[src/hdl/pbd_pkg.sv]
// shared types, character codes and symbol decode for the pem base64 decoder
// no dependencies
`timescale 1ns / 1ps

package pbd_pkg;

    localparam int COUNT_BITS_DEF  = 16;
    localparam int QUEUE_DEPTH_DEF = 4;
    localparam int REPORT_BITS     = 16;
    localparam int CAP_BITS        = 16;
    localparam int MAX_BYTES       = 3;

    localparam logic [CAP_BITS-1:0] CAP_RESET = 16'hFFFF;

    localparam logic [7:0] CH_LF   = 8'h0A;
    localparam logic [7:0] CH_CR   = 8'h0D;
    localparam logic [7:0] CH_TAB  = 8'h09;
    localparam logic [7:0] CH_SP   = 8'h20;
    localparam logic [7:0] CH_PAD  = 8'h3D;
    localparam logic [7:0] CH_DASH = 8'h2D;
    localparam logic [7:0] CH_PLUS = 8'h2B;
    localparam logic [7:0] CH_SLASH = 8'h2F;

    typedef enum logic [1:0] {
        ST_OK       = 2'd0,
        ST_BAD_CHAR = 2'd1,
        ST_BAD_PAD  = 2'd2,
        ST_OVERFLOW = 2'd3
    } status_t;

    typedef struct packed {
        logic       valid;
        logic [5:0] value;
    } sym_t;

    // one queue entry: the results caused by one accepted character
    typedef struct packed {
        logic [MAX_BYTES-1:0][7:0]             data;
        logic [MAX_BYTES-1:0][REPORT_BITS-1:0] count;
        logic [1:0]                            n_bytes;
        logic                                  has_status;
        status_t                               status;
        logic [REPORT_BITS-1:0]                final_count;
    } job_t;

    function automatic sym_t sym_decode(input logic [7:0] c);
        sym_t       r;
        logic [7:0] d;
        r = '0;
        d = '0;
        if (c >= 8'h41 && c <= 8'h5A) begin
            d = c - 8'h41;
            r.valid = 1'b1;
        end else if (c >= 8'h61 && c <= 8'h7A) begin
            d = c - 8'h61 + 8'd26;
            r.valid = 1'b1;
        end else if (c >= 8'h30 && c <= 8'h39) begin
            d = c - 8'h30 + 8'd52;
            r.valid = 1'b1;
        end else if (c == CH_PLUS) begin
            d = 8'd62;
            r.valid = 1'b1;
        end else if (c == CH_SLASH) begin
            d = 8'd63;
            r.valid = 1'b1;
        end
        r.value = d[5:0];
        return r;
    endfunction

endpackage

[src/hdl/pbd_front.sv]
// front end: line filtering, symbol grouping, error and byte count tracking
// depends on pbd_pkg
`timescale 1ns / 1ps

module pbd_front
    import pbd_pkg::*;
#(
    parameter int COUNT_BITS = COUNT_BITS_DEF
) (
    input  logic                clk,
    input  logic                rst_n,
    input  logic                accept,
    input  logic [7:0]          char_in,
    input  logic                is_last,
    input  logic [CAP_BITS-1:0] capacity,
    output logic                push,
    output job_t                job
);

    localparam int CMP_W = (COUNT_BITS > CAP_BITS) ? COUNT_BITS : CAP_BITS;
    localparam logic [COUNT_BITS-1:0] CNT_LIM = {COUNT_BITS{1'b1}};
    localparam logic [CMP_W-1:0] REP_MAX = CMP_W'({REPORT_BITS{1'b1}});

    logic                  line_start_reg, line_start_next;
    logic                  skipping_reg, skipping_next;
    logic [17:0]           accum_reg, accum_next;
    logic [1:0]            pos_reg, pos_next;
    logic                  pad3_reg, pad3_next;
    status_t               err_reg, err_next;
    logic [COUNT_BITS-1:0] cnt_reg, cnt_next;

    function automatic logic [REPORT_BITS-1:0] report(input logic [COUNT_BITS-1:0] c);
        logic [CMP_W-1:0] e;
        e = CMP_W'(c);
        return (e > REP_MAX) ? {REPORT_BITS{1'b1}} : e[REPORT_BITS-1:0];
    endfunction

    always_comb
    begin
        sym_t        dec;
        logic        drop;
        logic        take;
        logic        pad;
        logic [23:0] grp;
        logic [1:0]  n_grp;
        line_start_next = line_start_reg;
        skipping_next   = skipping_reg;
        accum_next      = accum_reg;
        pos_next        = pos_reg;
        pad3_next       = pad3_reg;
        err_next        = err_reg;
        cnt_next        = cnt_reg;
        dec   = sym_decode(char_in);
        drop  = 1'b0;
        take  = 1'b0;
        pad   = 1'b0;
        grp   = '0;
        n_grp = 2'd0;
        job   = '0;

        // line handling and character class
        if (char_in == CH_LF) begin
            line_start_next = 1'b1;
            skipping_next   = 1'b0;
        end else begin
            if (line_start_reg) begin
                line_start_next = 1'b0;
                if (char_in == CH_DASH) begin
                    skipping_next = 1'b1;
                    drop = 1'b1;
                end
            end else if (skipping_reg) begin
                drop = 1'b1;
            end
            if (char_in == CH_SP || char_in == CH_CR || char_in == CH_TAB) begin
                drop = 1'b1;
            end
            if (!drop) begin
                if (char_in == CH_PAD) begin
                    take = 1'b1;
                    pad  = 1'b1;
                end else if (dec.valid) begin
                    take = 1'b1;
                end else if (err_next == ST_OK) begin
                    err_next = ST_BAD_CHAR;
                end
            end
        end

        // grouping of sextets
        if (take && err_next == ST_OK) begin
            case (pos_reg)
                2'd0:
                begin
                    if (pad) begin
                        err_next = ST_BAD_PAD;
                    end else begin
                        accum_next = {12'd0, dec.value};
                        pos_next   = 2'd1;
                    end
                end
                2'd1:
                begin
                    if (pad) begin
                        err_next = ST_BAD_PAD;
                    end else begin
                        accum_next = {accum_reg[11:0], dec.value};
                        pos_next   = 2'd2;
                    end
                end
                2'd2:
                begin
                    if (pad) begin
                        pad3_next  = 1'b1;
                        accum_next = {accum_reg[11:0], 6'd0};
                    end else begin
                        accum_next = {accum_reg[11:0], dec.value};
                    end
                    pos_next = 2'd3;
                end
                default:
                begin
                    if (pad3_reg && !pad) begin
                        err_next = ST_BAD_PAD;
                    end else begin
                        grp   = {accum_reg, (pad ? 6'd0 : dec.value)};
                        n_grp = pad3_reg ? 2'd1 : (pad ? 2'd2 : 2'd3);
                        accum_next = '0;
                        pos_next   = 2'd0;
                        pad3_next  = 1'b0;
                    end
                end
            endcase
        end

        // end of text: pad out a partial group
        if (is_last && err_next == ST_OK) begin
            case (pos_next)
                2'd1:    err_next = ST_BAD_PAD;
                2'd2:
                begin
                    grp   = {accum_next[11:0], 12'd0};
                    n_grp = 2'd1;
                end
                2'd3:
                begin
                    grp   = {accum_next, 6'd0};
                    n_grp = pad3_next ? 2'd1 : 2'd2;
                end
                default: ;
            endcase
        end

        // byte emission with capacity check
        for (int i = 0; i < MAX_BYTES; i++) begin
            if (2'(i) < n_grp && err_next == ST_OK) begin
                if (CMP_W'(cnt_next) >= CMP_W'(capacity)) begin
                    err_next = ST_OVERFLOW;
                end else begin
                    if (cnt_next != CNT_LIM) begin
                        cnt_next = cnt_next + 1'b1;
                    end
                    job.n_bytes  = 2'(i + 1);
                    job.data[i]  = grp[23 - 8*i -: 8];
                    job.count[i] = report(cnt_next);
                end
            end
        end

        job.has_status  = is_last;
        job.status      = is_last ? err_next : ST_OK;
        job.final_count = is_last ? report(cnt_next) : '0;

        if (is_last) begin
            line_start_next = 1'b1;
            skipping_next   = 1'b0;
            accum_next      = '0;
            pos_next        = 2'd0;
            pad3_next       = 1'b0;
            err_next        = ST_OK;
            cnt_next        = '0;
        end

        push = accept && (job.n_bytes != 2'd0 || is_last);
    end

    always_ff @(posedge clk or negedge rst_n)
    begin
        if (!rst_n) begin
            line_start_reg <= 1'b1;
            skipping_reg   <= 1'b0;
            accum_reg      <= '0;
            pos_reg        <= 2'd0;
            pad3_reg       <= 1'b0;
            err_reg        <= ST_OK;
            cnt_reg        <= '0;
        end else if (accept) begin
            line_start_reg <= line_start_next;
            skipping_reg   <= skipping_next;
            accum_reg      <= accum_next;
            pos_reg        <= pos_next;
            pad3_reg       <= pad3_next;
            err_reg        <= err_next;
            cnt_reg        <= cnt_next;
        end
    end

endmodule

[src/hdl/pbd_queue.sv]
// small register queue of jobs between the front end and the result serializer
// depends on pbd_pkg
`timescale 1ns / 1ps

module pbd_queue
    import pbd_pkg::*;
#(
    parameter int DEPTH = QUEUE_DEPTH_DEF
) (
    input  logic clk,
    input  logic rst_n,
    input  logic wr_en,
    input  job_t wr_data,
    output logic full,
    input  logic rd_en,
    output job_t rd_data,
    output logic empty
);

    localparam int PTR_W = (DEPTH > 1) ? $clog2(DEPTH) : 1;
    localparam int CNT_W = $clog2(DEPTH + 1);
    localparam logic [PTR_W-1:0] PTR_LAST = PTR_W'(DEPTH - 1);

    job_t             mem_reg [DEPTH];
    logic [PTR_W-1:0] wr_ptr_reg, wr_ptr_next;
    logic [PTR_W-1:0] rd_ptr_reg, rd_ptr_next;
    logic [CNT_W-1:0] fill_reg, fill_next;

    assign full    = (fill_reg == CNT_W'(DEPTH));
    assign empty   = (fill_reg == '0);
    assign rd_data = mem_reg[rd_ptr_reg];

    always_comb
    begin
        wr_ptr_next = wr_ptr_reg;
        rd_ptr_next = rd_ptr_reg;
        fill_next   = fill_reg;
        if (wr_en) begin
            wr_ptr_next = (wr_ptr_reg == PTR_LAST) ? '0 : wr_ptr_reg + 1'b1;
        end
        if (rd_en) begin
            rd_ptr_next = (rd_ptr_reg == PTR_LAST) ? '0 : rd_ptr_reg + 1'b1;
        end
        if (wr_en && !rd_en) begin
            fill_next = fill_reg + 1'b1;
        end else if (rd_en && !wr_en) begin
            fill_next = fill_reg - 1'b1;
        end
    end

    always_ff @(posedge clk or negedge rst_n)
    begin
        if (!rst_n) begin
            wr_ptr_reg <= '0;
            rd_ptr_reg <= '0;
            fill_reg   <= '0;
        end else begin
            wr_ptr_reg <= wr_ptr_next;
            rd_ptr_reg <= rd_ptr_next;
            fill_reg   <= fill_next;
        end
    end

    always_ff @(posedge clk)
    begin
        if (wr_en) begin
            mem_reg[wr_ptr_reg] <= wr_data;
        end
    end

endmodule

[src/hdl/pbd_back.sv]
// back end: walks each job's results out through a registered output stage
// depends on pbd_pkg
`timescale 1ns / 1ps

module pbd_back
    import pbd_pkg::*;
(
    input  logic                   clk,
    input  logic                   rst_n,
    input  job_t                   job,
    input  logic                   job_valid,
    output logic                   job_pop,
    output logic                   out_valid,
    input  logic                   out_ready,
    output logic [7:0]             data_byte,
    output logic                   has_data,
    output logic                   run_last,
    output logic                   message_end,
    output status_t                status,
    output logic [REPORT_BITS-1:0] byte_count
);

    logic [1:0]             idx_reg, idx_next;
    logic                   valid_reg;
    logic [7:0]             byte_reg;
    logic                   has_reg, last_reg, end_reg;
    status_t                status_reg;
    logic [REPORT_BITS-1:0] count_reg;

    logic       load;
    logic       is_byte;
    logic       is_final;
    logic [2:0] total;

    assign total    = {1'b0, job.n_bytes} + {2'b00, job.has_status};
    assign is_byte  = (idx_reg < job.n_bytes);
    assign is_final = ({1'b0, idx_reg} + 3'd1 == total);
    assign load     = job_valid && (!valid_reg || out_ready);
    assign job_pop  = load && is_final;
    assign idx_next = is_final ? 2'd0 : idx_reg + 2'd1;

    always_ff @(posedge clk or negedge rst_n)
    begin
        if (!rst_n) begin
            valid_reg <= 1'b0;
            idx_reg   <= 2'd0;
        end else begin
            if (load) begin
                valid_reg <= 1'b1;
                idx_reg   <= idx_next;
            end else if (out_ready) begin
                valid_reg <= 1'b0;
            end
        end
    end

    always_ff @(posedge clk)
    begin
        if (load) begin
            byte_reg   <= is_byte ? job.data[idx_reg] : 8'd0;
            has_reg    <= is_byte;
            last_reg   <= is_final;
            end_reg    <= !is_byte;
            status_reg <= is_byte ? ST_OK : job.status;
            count_reg  <= is_byte ? job.count[idx_reg] : job.final_count;
        end
    end

    assign out_valid   = valid_reg;
    assign data_byte   = byte_reg;
    assign has_data    = has_reg;
    assign run_last    = last_reg;
    assign message_end = end_reg;
    assign status      = status_reg;
    assign byte_count  = count_reg;

endmodule

[src/hdl/pem_base64_decoder_unit.sv]
// pem base64 decoder: one text character per transfer, decoded bytes and a final status out
// throughput: one character per cycle in while the queue has room; one result per cycle
// out while m_tready is high, set by the output register, so four symbols (three bytes)
// keep up with a character a cycle; results are queued, then go to the output register
// reset (rst_n low, async): queue emptied, line and group state cleared, capacity back to 65535
// depends on pbd_pkg, pbd_front, pbd_queue, pbd_back
`timescale 1ns / 1ps

module pem_base64_decoder_unit
    import pbd_pkg::*;
#(
    parameter int COUNT_BITS  = COUNT_BITS_DEF,
    parameter int QUEUE_DEPTH = QUEUE_DEPTH_DEF
) (
    input  logic                clk,
    input  logic                rst_n,
    // configuration: out_capacity
    input  logic                cfg_wr_en,
    input  logic [CAP_BITS-1:0] cfg_wr_data,
    // input stream
    input  logic                s_tvalid,
    output logic                s_tready,
    input  logic [7:0]          s_tdata,   // [7:0] char_in
    input  logic                s_tlast,   // is_last
    // output stream
    output logic                m_tvalid,
    input  logic                m_tready,
    output logic [31:0]         m_tdata,   // [7:0] data_byte, [9:8] status, [25:10] byte_count
    output logic                m_tlast,   // run_last
    output logic [1:0]          m_tuser    // [0] has_data, [1] message_end
);

    // capacity register, written only while the block is idle: a user rule, not enforced here
    logic [CAP_BITS-1:0] capacity_reg;

    always_ff @(posedge clk or negedge rst_n)
    begin
        if (!rst_n) begin
            capacity_reg <= CAP_RESET;
        end else if (cfg_wr_en) begin
            capacity_reg <= cfg_wr_data;
        end
    end

    logic    accept;
    logic    push;
    job_t    job_in;
    job_t    job_out;
    logic    q_full;
    logic    q_empty;
    logic    pop;

    logic [7:0]             data_byte;
    logic                   has_data;
    logic                   message_end;
    status_t                status;
    logic [REPORT_BITS-1:0] byte_count;

    // the front end takes a character whenever the queue has room
    assign s_tready = !q_full;
    assign accept   = s_tvalid && s_tready;

    pbd_front #(
        .COUNT_BITS (COUNT_BITS)
    ) u_front (
        .clk      (clk),
        .rst_n    (rst_n),
        .accept   (accept),
        .char_in  (s_tdata),
        .is_last  (s_tlast),
        .capacity (capacity_reg),
        .push     (push),
        .job      (job_in)
    );

    // decouples the per-character work from result delivery
    pbd_queue #(
        .DEPTH (QUEUE_DEPTH)
    ) u_queue (
        .clk     (clk),
        .rst_n   (rst_n),
        .wr_en   (push),
        .wr_data (job_in),
        .full    (q_full),
        .rd_en   (pop),
        .rd_data (job_out),
        .empty   (q_empty)
    );

    // one result per output transfer, bytes first then the status item
    pbd_back u_back (
        .clk         (clk),
        .rst_n       (rst_n),
        .job         (job_out),
        .job_valid   (!q_empty),
        .job_pop     (pop),
        .out_valid   (m_tvalid),
        .out_ready   (m_tready),
        .data_byte   (data_byte),
        .has_data    (has_data),
        .run_last    (m_tlast),
        .message_end (message_end),
        .status      (status),
        .byte_count  (byte_count)
    );

    assign m_tdata = {6'd0, byte_count, status, data_byte};
    assign m_tuser = {message_end, has_data};

endmodule

[config.mk]
export PLATFORM = sky130hd
export DESIGN_NAME = pem_base64_decoder_unit
export DESIGN_NICKNAME = d
export VERILOG_FILES = /design/src/hdl/pbd_pkg.sv /design/src/hdl/pbd_front.sv /design/src/hdl/pbd_queue.sv /design/src/hdl/pbd_back.sv /design/src/hdl/pem_base64_decoder_unit.sv
export SDC_FILE = /design/constraint.sdc
export NUM_CORES = 1
export LEC_CHECK = 0
export ABC_AREA = 0
export BUFFER_PORTS_ARGS = -buffer_cell sky130_fd_sc_hd__buf_2
export CORE_MARGIN = 2
export CORE_UTILIZATION = 57
export CTS_CLUSTER_DIAMETER = 60
export DETAILED_ROUTE_END_ITERATION = 12
export PLACE_DENSITY = 0.74
export SYNTH_ARGS = -nofsm -noshare
export SYNTH_HDL_FRONTEND = slang
export SYNTH_SLANG_ARGS = --single-unit
[constraint.sdc]
create_clock -name clk -period 26.4 [get_ports clk]
set_input_delay 1.32 -clock clk [delete_from_list [all_inputs] [get_ports clk]]
set_output_delay 1.32 -clock clk [all_outputs]
set_load 0.01 [all_outputs]
==> results.txt, run 1 <==
----------------------------------------------------
[Outcome]
  Status ... finished clean

[GRT]
  Initial antenna violation count ... 3
  Total GRT Usage ... between 20% and 30%
  First-pass GRT wire length ... a little over 90 mm
  GR Overflow Total ... 0
  Number of global-route vias before repair ... around 15000
  Maximum number of pins on one net before global-route repair ... between 60 and 70

[Clocking]
  TritonCTS clock tree ... built
  Post-CTS repair timing setup buffer count ... 0
  Clk_lat worst skew ... 570 ps
  Clock transition at path regs ... roughly 60 ps
  Post-cts gate resize count ... 0
  CTS Root Buffer Type ... sky130_fd_sc_hd__clkbuf_16
  TritonCTS buffer count ... 47
  Maximum clock path buffer count ... 3
  Hold Buf Count CTS ... 0
  Total number of clock tree sinks ... 468
  Number of H-tree levels ... 2

[Place]
  DPL Wire Length ... 41.01 mm
  Placed cell count ... roughly 2300
  Number of buffers inserted by port buffering ... 60
  Final weighted congestion in routability-driven placement ... approximately 0.93

[Power]
  Sw Ratio ... between 20 and 30%
  Fraction of power consumed by sequential logic ... approximately 44%
  Pwr Total ... around 2.2 mW
  Leak Pwr ... approximately 9 nW
  Power density over cell area ... 84.89 nW/um2
  VDD IR max ... just over 0.00006 V
  Share of total power in the clock network ... just under 30%
  Combinational Power Share ... 25.8%
  Reported net switching power ... between 600 and 700 uW
  Internal power component ... 1.568 mW

[Floorplan]
  Number of ports placed on the die boundary ... 67
  Placeable Area ... between 40000 and 50000 um2
  Die X ... roughly 210 um
  Core Rows ... 74
  Starting density of the core ... between 50% and 60%
  Floorplan die area ... between 40000 and 50000 um2
  Floorplan die height ... between 200 and 250 um

[Synth]
  Area contributors post-synth ... sky130_fd_sc_hd__edfxtp_1 51%, sky130_fd_sc_hd__mux4_2 8.8%, sky130_fd_sc_hd__dfrtp_1 5.3%
  Seq cells post-synth ... between 400 and 500
  Fraction of post-synthesis cell area in the top cell type by area ... 50.55%
  Main flop type after synthesis ... sky130_fd_sc_hd__edfxtp_1
  Number of enable-type register cells in the synthesized netlist ... roughly 400
  Cell Area, Synth ... 23820 um2
  Proportion of synthesized chip area in sequential cells ... about 58%
  Share of synthesized registers carrying an async set or reset ... between 10 and 15%
  Mean post-synth cell area ... 13.23 um2
  Ys Warns ... 0
  Gate count after technology mapping ... 1800
  Distinct cell type count after synthesis ... around 110
  Post-synthesis cell type with the largest combined area ... sky130_fd_sc_hd__edfxtp_1

[STA]
  Setup tns final ... 0 ps
  Final worst-path cycle share ... a little under half
  FMAX ... between 70 and 80 MHz
  Final count of pins violating max slew ... 0
  Final Critical Period ... between 10000 and 15000 ps
  Worst clock skew ... about 25 ps
  Slew at the pin closest to its max-slew limit ... between 1000 and 1500 ps
  Setup repair after global routing missed its margin ... no
  Endpoints failing hold ... 0
  Slew Limit Headroom ... about a fifth
  Setup Viol. Count Final ... 0

[Finish]
  Relative area change from synthesis to final layout ... 9.329%
  Fraction of final layout cells with drive strength greater than 1 ... between 10% and 20%
  Antenna diode count ... 0
  Non-filler cells, final ... approximately 2400
  Nets ... between 1500 and 2000
  Flip-flop count of the largest register, all copies and words added ... between 300 and 400

[Worst hold path]
  Class of the worst hold path ... flop to flop

[Route]
  Total via count in the routed design ... 15621
  Via/cell ratio ... between 6 and 7
  Average detailed-routed wire length per instance ... ~25 um
  DRC marker count from the first detailed-route iteration ... between 1500 and 2000
  Final ANT Viol Nets ... 0
  # DRC ... 0
  1st-pass router iterations ... 5
  Total wire length ... about 60 mm

[Worst setup path]
  Data arrival, critical path ... between 10000 and 15000 ps
  Data required time at the worst endpoint ... ~27000 ps
  Endpoint class of the critical path ... flop
  Worst-path fanout max ... 48
  Max stage delay cell, worst path ... sky130_fd_sc_hd__a41oi_1
  Largest stage delay on the critical path ... approximately 730 ps
  Sort of element at the start of the critical path ... input pin
  Worst setup path category ... input pin to flop
  Most common cell type on the critical path ... sky130_fd_sc_hd__a21o_1

[Run]
  Total of max-cap violations ... 0

----------------------------------------------------
critical path, delay by kind of cell:
| family | cells | cell delay [ps] |
|---|---|---|
| buf+inv | 8 | 2120 |
| xor+xnor | 2 | 560 |
| compound gates | 18 | 4750 |
| simple gates | 11 | 2660 |
| fa+ha+maj | 4 | 1180 |
layer usage:
layer,global-route usage [%],vias up,part of all wire (%)
met2,42.43,729,46
met5,0,-,0.022
met3,5.374,90,8.8
met1,41.67,7800,43
li1,-,7000,-
met4,7.566,2,2.2
power groups by stage:
stage / sequential (mW) / clock (mW) / combinational [mW]
after floorplan: 0.973 / 0 / 0.428
after global placement: 0.991 / 0 / 0.566
after detailed placement: 0.997 / 0 / 0.574
after CTS: 0.984 / 0.670 / 0.579
after global routing: 0.993 / 0.699 / 0.621
final: 0.981 / 0.659 / 0.570
metrics by stage:
step,util (%),setup WS (ps),hold slack [ps],cell area (um2)
floorplan,-,14540,463.6,23840
global placement,59.77,13690,471.7,24520
detailed placement,59.77,13360,485.4,24520
CTS,63.49,13930,499.1,26040
global route,63.49,13000,528.5,26040
finish,63.49,13860,498.0,26040
path summary, 6_finish.rpt:
kind,from,end,slack (ps),cells past startpoint
setup / recovery,s_tdata[1],u_queue.mem_reg[0][69],13860,43
hold / removal,u_back.out_valid,u_back.out_valid,500,2
setup reg to reg,u_front.line_start_reg,u_queue.mem_reg[0][69],14830,40
hold reg to reg,u_back.out_valid,u_back.out_valid,500,2
max in group asynchronous,rst_n,u_front.cnt_reg[2],24710,2
min in group asynchronous,rst_n,u_queue.rd_ptr_reg[1],580,1
synthesized netlist by cell type (all sizes together) (5+ instances only):
cell type  instances
or4               11
inv               85
a21oi             78
ha                73
o211ai             6
or3               16
mux2              25
a22oi             32
o211a              5
dfrtp             50
and2              28
clkbuf            63
o21ai            100
o22ai             30
a211oi            20
a22o              13
a311oi             5
nand4             20
xnor2             34
a21o              23
dfstp             17
mux4              93
o31ai             10
nand2            146
nor2b             12
edfxtp           401
nor4               9
a41oi              5
mux2i             34
nand3             42
a31oi             19
nor3              43
and3              17
nor2             104
nand2b            14
xor2              16
buf               39
kinds of logic (layout without fill, tap and decap cells):
group	count (synthesis)	in the layout	synth area share (%)
fa+ha+maj	74	74	3.919
other cells	1	6	0.01574
buf+inv	188	252	3.346
xor+xnor	50	50	1.870
mux	152	152	11.48
compound gates	392	392	11.54
simple gates	475	475	10.14
flops	468	468	57.68
cells in the final DEF (no fill, tap or decap), drive strengths merged, types with 43 or more instances in the layout:
master	n
edfxtp	401
nand2	146
nor2	104
o21ai	100
mux4	93
inv	88
buf	81
a21oi	78
ha	73
clkbuf	62
dfrtp	50
nor3	43
final cells by class:
cell class	instances	area, um2
fill	2997	14980
sequential	468	13750
multi-input combinational	1149	9321
clock buffer	62	1252
tap	532	665.6
timing repair buffer	81	457.9
inverter	86	325.3
clock inverter	23	271.5
No activity file was read; power rests on OpenSTA's default activity.
==> run 2, diff against run 1 <==
--- a/config.mk
+++ b/config.mk
@@ -11,7 +11,7 @@
 export CORE_UTILIZATION = 57
 export CTS_CLUSTER_DIAMETER = 60
 export DETAILED_ROUTE_END_ITERATION = 12
-export PLACE_DENSITY = 0.74
+export PLACE_DENSITY = 0.77
 export SYNTH_ARGS = -nofsm -noshare
 export SYNTH_HDL_FRONTEND = slang
 export SYNTH_SLANG_ARGS = --single-unit
==> constraint.sdc (replaced) <==
create_clock -name clk -period 11.5 [get_ports clk]
set_input_delay 0.575 -clock clk [delete_from_list [all_inputs] [get_ports clk]]
set_output_delay 0.575 -clock clk [all_outputs]
set_load 0.01 [all_outputs]
==> results.txt, run 2 (synthesis gave the netlist of run 1 again) <==
----------------------------------------------------
[Worst hold path]
  Class of the worst hold path ... input pin to async pin

[Floorplan]
  Core Rows ... 74 (unchanged)
  Starting density of the core ... 58.07% (unchanged)
  Die X ... 208.4 um (unchanged)
  Number of ports placed on the die boundary ... 67 (unchanged)
  Floorplan die area ... 43440 um2 (unchanged)
  Floorplan die height ... 208.4 um (unchanged)
  Placeable Area ... 41020 um2 (unchanged)

[Worst setup path]
  Most common cell type on the critical path ... sky130_fd_sc_hd__a21o_1
  Data required time at the worst endpoint ... 11790 ps (-14800 ps)
  Worst-path fanout max ... 47 (-2.1%)
  Max stage delay cell, worst path ... sky130_fd_sc_hd__and2_4
  Worst setup path category ... input pin to flop
  Largest stage delay on the critical path ... 730 ps (about the same)
  Endpoint class of the critical path ... flop
  Data arrival, critical path ... 10800 ps (-1930 ps)
  Sort of element at the start of the critical path ... input pin

[Place]
  Final weighted congestion in routability-driven placement ... 0.9972 (+7.5%)
  Placed cell count ... 2333 (+0.73%)
  Number of buffers inserted by port buffering ... 60 (unchanged)
  Area after DPL ... 24680 um2 (+0.66%)
  DPL Wire Length ... 42.59 mm (+3.8%)
  Setup slack after placement ... 599.8 ps (-12760 ps)

[STA]
  Setup Viol. Count Final ... 0 (unchanged)
  Worst clock skew ... 22.26 ps (-3.087 ps)
  Final count of pins violating max slew ... 0 (unchanged)
  Final Critical Period ... 10520 ps
  Final setup slack of the worst path ... 981.2 ps (-12880 ps)
  Slew Limit Headroom ... 26.54% (+6.6 points)
  Setup tns final ... 0 ps (unchanged)
  Setup repair after global routing missed its margin ... no
  Final worst-path cycle share ... between 90% and 100%
  Endpoints failing hold ... 0 (unchanged)
  FMAX ... around 95 MHz
  Slew at the pin closest to its max-slew limit ... 1096 ps (-95.09 ps)

[Power]
  Power density over cell area ... 196.9 nW/um2 (+130%)
  Leak Pwr ... 9.268 nW (+1.2%)
  VDD IR max ... 0.0001362 V (+130%)
  Pwr Total ... 5.170 mW (+130%)

[Finish]
  Commonest non-fill, non-tap cells in the layout ... 401 x sky130_fd_sc_hd__edfxtp_1, 145 x sky130_fd_sc_hd__nand2_1, 101 x sky130_fd_sc_hd__nor2_1
  Fraction of final layout cells with drive strength greater than 1 ... 19.84% (+0.85 points)
  Non-filler cells, final ... 2422 (+0.87%)
  Commonest non-fill, non-tap cell in the layout ... sky130_fd_sc_hd__edfxtp_1
  Relative area change from synthesis to final layout ... 10.24%
  Antenna diode count ... 0 (unchanged)
  Final design instance area without fill ... 26260 um2 (+0.84%)
  Flip-flop count of the largest register, all copies and words added ... 372 (unchanged)
  Nets ... 1955 (+0.93%)

[GRT]
  Number of global-route vias before repair ... 15288 (+1.5%)
  First-pass GRT wire length ... 94.38 mm (+2.8%)
  GR Overflow Total ... 0 (unchanged)
  Initial antenna violation count ... 0 (-3)
  Maximum number of pins on one net before global-route repair ... 68 (+4.6%)
  Total GRT Usage ... 28.67% (+0.73 points)

[Clocking]
  Maximum clock path buffer count ... 3 (unchanged)
  Clock transition at path regs ... 60 ps (about the same)
  TritonCTS buffer count ... 48 (+2.1%)
  Clk_lat worst skew ... 590 ps (+20 ps)
  Hold Buf Count CTS ... 0 (unchanged)
  Total number of clock tree sinks ... 468 (unchanged)
  Number of H-tree levels ... 2 (unchanged)
  Post-CTS repair timing setup buffer count ... 0 (unchanged)
  TritonCTS clock tree ... built
  CTS Root Buffer Type ... sky130_fd_sc_hd__clkbuf_16
  Post-cts gate resize count ... 0 (unchanged)

[Route]
  Via/cell ratio ... 6.576 (+1.1%)
  Total via count in the routed design ... 15928 (+2.0%)
  Average detailed-routed wire length per instance ... 25.43 um (+1.7%)
  1st-pass router iterations ... 5 (unchanged)
  Total wire length ... 61.59 mm (+2.6%)
  Final ANT Viol Nets ... 0 (unchanged)
  DRC marker count from the first detailed-route iteration ... 1908 (+21%)
  # DRC ... 0 (unchanged)

[Run]
  Total of max-cap violations ... 0 (unchanged)

[Outcome]
  Status ... finished clean

----------------------------------------------------
## run 2: changes by cell type in the layout (fill, tap and decap cells not counted), sizes merged
| cell | delta |
|---|---|
| inv | +2 |
| buf | +17 |
| clkinv | +4 |
| clkbuf | -6 |
| clkinvlp | +4 |
## run 2: worst paths after layout
kind / end / from / slack (ps) / cells past startpoint
setup / recovery: u_queue.mem_reg[2][50] / s_tdata[1] / 980 / 41
hold / removal: u_back.out_valid / rst_n / 200 / 2
setup reg to reg: u_queue.mem_reg[2][50] / u_front.line_start_reg / 1200 / 39
hold reg to reg: u_queue.fill_reg[2] / u_queue.fill_reg[2] / 510 / 1
max in group asynchronous: u_queue.rd_ptr_reg[1] / rst_n / 10550 / 2
min in group clk: capacity_reg[3] / cfg_wr_data[3] / 210 / 3
## run 2: stage by stage
stage / hold slack (ps) / utilization [%]
final: 200.4 / 64.02
after global routing: 230.8 / 64.02
after CTS: 189.0 / 64.02
after detailed placement: 498.3 / 60.17
after global placement: 468.7 / 60.17
after floorplan: 279.4 / -
## run 2: metal layers
metal	share of wire [%]	vias to the layer above	wire (um)	GRT usage (%)
met5	0	-	0	0
met4	2.6	0	1612	8.633
met3	8.9	98	5511	3.864
met2	45	838	27740	43.06
met1	43	7937	26720	43.96
li1	-	7055	-	-
## run 2: power breakdown
group          total, mW  internal, mW  leakage, nW  switching [mW]
sequential          2.23          2.11         4.51           0.123
clock               1.55         0.891        0.759           0.662
combinational       1.38         0.622         4.00           0.761
total               5.17          3.62         9.27            1.55
## run 2: cell type report
class / count / area (um2)
clock buffers: 56 / 1231
clock inverters: 33 / 347.8
fillers: 2975 / 14760
inverters: 86 / 325.3
multi-input cells: 1149 / 9319
flip-flops and latches: 468 / 13750
well taps: 532 / 665.6
repair buffers: 98 / 623.1
## run 2: critical path: cells and delay by family
| kind | cells | cell delay [ps] |
|---|---|---|
| xor+xnor | 2 | 620 |
| compound gates | 19 | 4780 |
| buf+inv | 6 | 1040 |
| simple gates | 10 | 2550 |
| fa+ha+maj | 4 | 1170 |
==> run 3, diff against run 2 <==
--- a/config.mk
+++ b/config.mk
@@ -5,12 +5,12 @@
 export SDC_FILE = /design/constraint.sdc
 export NUM_CORES = 1
 export LEC_CHECK = 0
-export ABC_AREA = 0
 export BUFFER_PORTS_ARGS = -buffer_cell sky130_fd_sc_hd__buf_2
 export CORE_MARGIN = 2
 export CORE_UTILIZATION = 57
 export CTS_CLUSTER_DIAMETER = 60
 export DETAILED_ROUTE_END_ITERATION = 12
+export GPL_TIMING_DRIVEN = 0
 export PLACE_DENSITY = 0.77
 export SYNTH_ARGS = -nofsm -noshare
 export SYNTH_HDL_FRONTEND = slang
==> results.txt, run 3 (synthesis gave the netlist of run 1 again) <==
----------------------------------------------------
[Worst setup path]
  Critical path's top delay family ... compound AO/OA/AOI/OAI gates
  Critical path buffers and inverters ... 10 (+4)
  Data required time at the worst endpoint ... 11910 ps (+120 ps)
  Endpoint class of the critical path ... flop
  Worst-path fanout max ... 10 (-79%)
  Worst setup path category ... input pin to flop
  Sort of element at the start of the critical path ... input pin
  Data arrival, critical path ... 11190 ps (+390 ps)
  Most common cell type on the critical path ... sky130_fd_sc_hd__a21o_1
  Largest stage delay on the critical path ... 400 ps (-330 ps)
  Max stage delay cell, worst path ... sky130_fd_sc_hd__clkbuf_1

[Power]
  Power density over cell area ... 202.4 nW/um2 (+2.8%)
  Combinational Power Share ... 28.1% (+1.3 points)
  Reported net switching power ... 1.687 mW (+9.0%)
  Share of total power in the clock network ... 31.7% (+1.7 points)
  VDD IR max ... 0.0001289 V (-5.4%)
  Fraction of power consumed by sequential logic ... 40.2% (-3.0 points)
  Leak Pwr ... 9.517 nW (+2.7%)
  Pwr Total ... 5.451 mW (+5.4%)
  Sw Ratio ... 30.94% (+1.0 points)
  Internal power component ... 3.764 mW (+3.9%)

[Clocking]
  Maximum clock path buffer count ... 3 (unchanged)
  TritonCTS buffer count ... 49 (+2.1%)
  Clk_lat worst skew ... 620 ps (+30 ps)
  CTS Root Buffer Type ... sky130_fd_sc_hd__clkbuf_16
  TritonCTS clock tree ... built
  Total number of clock tree sinks ... 468 (unchanged)
  Clock transition at path regs ... 60 ps (about the same)
  Number of H-tree levels ... 2 (unchanged)

[Route]
  Final ANT Viol Nets ... 0 (unchanged)
  Via/cell ratio ... 6.685 (+1.7%)
  Total wire length ... 69.35 mm (+13%)
  DRC marker count from the first detailed-route iteration ... 2416 (+27%)
  Average detailed-routed wire length per instance ... 27.72 um (+9.0%)
  # DRC ... 0 (unchanged)
  1st-pass router iterations ... 6 (+1)
  Total via count in the routed design ... 16727 (+5.0%)

[Run]
  Total of max-cap violations ... 0 (unchanged)

[GRT]
  GR Overflow Total ... 0 (unchanged)
  Total GRT Usage ... 32.28% (+3.6 points)
  Number of global-route vias before repair ... 16401 (+7.3%)
  First-pass GRT wire length ... 103.9 mm (+10%)
  Initial antenna violation count ... 0 (unchanged)
  Maximum number of pins on one net before global-route repair ... 63 (-7.4%)

[Finish]
  Non-filler cells, final ... 2502 (+3.3%)
  Commonest non-fill, non-tap cells in the layout ... 401 x sky130_fd_sc_hd__edfxtp_1, 145 x sky130_fd_sc_hd__nand2_1, 100 x sky130_fd_sc_hd__nor2_1
  Relative area change from synthesis to final layout ... 13.05%
  Final core occ ... 65.65% (+1.6 points)
  Commonest non-fill, non-tap cell in the layout ... sky130_fd_sc_hd__edfxtp_1
  Antenna diode count ... 0 (unchanged)
  Fraction of final layout cells with drive strength greater than 1 ... 19.95% (+0.11 points)
  Nets ... 2033 (+4.0%)
  Flip-flop count of the largest register, all copies and words added ... 372 (unchanged)

[Floorplan]
  Die X ... 208.4 um (unchanged)
  Placeable Area ... 41020 um2 (unchanged)
  Core Rows ... 74 (unchanged)
  Number of ports placed on the die boundary ... 67 (unchanged)
  Floorplan die height ... 208.4 um (unchanged)
  Starting density of the core ... 58.07% (unchanged)
  Floorplan die area ... 43440 um2 (unchanged)

[Place]
  Number of buffers inserted by port buffering ... 59 (-1.7%)
  DPL Wire Length ... 47.07 mm (+11%)
  Final weighted congestion in routability-driven placement ... 0.9516 (-4.6%)
  Setup slack after placement ... -1630 ps (-2230 ps)
  Placed cell count ... 2401 (+2.9%)

[STA]
  Setup tns final ... 0 ps (unchanged)
  FMAX ... 92.78 MHz (-2.4%)
  Worst clock skew ... 33.39 ps (+11.13 ps)
  Final worst-path cycle share ... 93.72% (+2.3 points)
  Final setup slack of the worst path ... 721.8 ps (-259.4 ps)
  Slew at the pin closest to its max-slew limit ... 1291 ps (+194.7 ps)
  Endpoints failing hold ... 0 (unchanged)
  Setup repair after global routing missed its margin ... no
  Final count of pins violating max slew ... 0 (unchanged)
  Slew Limit Headroom ... 12.86% (-14 points)
  Final Critical Period ... 10780 ps (+259.4 ps)
  Setup Viol. Count Final ... 0 (unchanged)

[Outcome]
  Status ... finished clean

[Worst hold path]
  Class of the worst hold path ... input pin to flop

----------------------------------------------------
==> run 3: final cells by class <==
type / instances / area, um2
Clock inverter: 32 / 480.5
Tap cell: 532 / 665.6
Buffer: 102 / 473.0
Multi-Input combinational cell: 1153 / 9448
Inverter: 86 / 325.3
Clock buffer: 60 / 1308
Timing Repair Buffer: 69 / 488.0
Sequential cell: 468 / 13740
Fill cell: 2895 / 14090
==> run 3: stage by stage <==
| stage | instance area [um2] | hold slack [ps] |
|---|---|---|
| 3_3_place_gp | 24800 | 471.8 |
| 2_1_floorplan | 23840 | 279.4 |
| 5_1_grt | 26930 | 203.7 |
| 4_1_cts | 26840 | 173.5 |
| 6_report | 26930 | 192.2 |
| 3_5_place_dp | 24950 | 408.9 |
==> run 3: power groups by stage <==
stage	logic [mW]	clock network, mW	registers, mW
after floorplan	0.983	0	2.23
after global placement	1.41	0	2.22
after detailed placement	1.47	0	2.22
after CTS	1.54	1.74	2.19
after global routing	1.63	1.80	2.21
final	1.53	1.73	2.19
==> run 3: tightest hold or removal path, stage by stage <==
cell,delay (ps)
sky130_fd_sc_hd__buf_2,80
sky130_fd_sc_hd__nand2_1,30
sky130_fd_sc_hd__o21ai_0,60
==> run 3: metal layers <==
layer	wire length (um)	vias up	global-route usage [%]
li1	-	7217	-
met3	6844	157	5.238
met4	2331	0	10.87
met2	32860	1044	51.93
met5	0	-	0
met1	27320	8309	45.24
==> run 3: final timing paths <==
kind                       slack [ps]                endpoint                start  cells after the start
setup / recovery                  720  u_queue.mem_reg[2][13]           s_tdata[1]                     47
hold / removal                    190        capacity_reg[11]      cfg_wr_data[11]                      3
setup reg to reg                  740  u_queue.mem_reg[2][13]   u_front.cnt_reg[0]                     42
hold reg to reg                   510     u_queue.fill_reg[2]  u_queue.fill_reg[2]                      1
max in group asynchronous       10510         capacity_reg[6]                rst_n                      3
min in group asynchronous         340       u_back.idx_reg[1]                rst_n                      2
==> run 3: what timing repair did <==
| item | in CTS | in global routing |
|---|---|---|
| pin swaps | 5 | 1 |
| endpoints found under the setup margin | 423 | 550 |
| gates cloned | 4 | 0 |
| gates resized for setup | 4 | 15 |
| endpoints found under the hold margin | 5 | 0 |
| setup buffers | 3 | 1 |
| hold buffers | 1 | 0 |
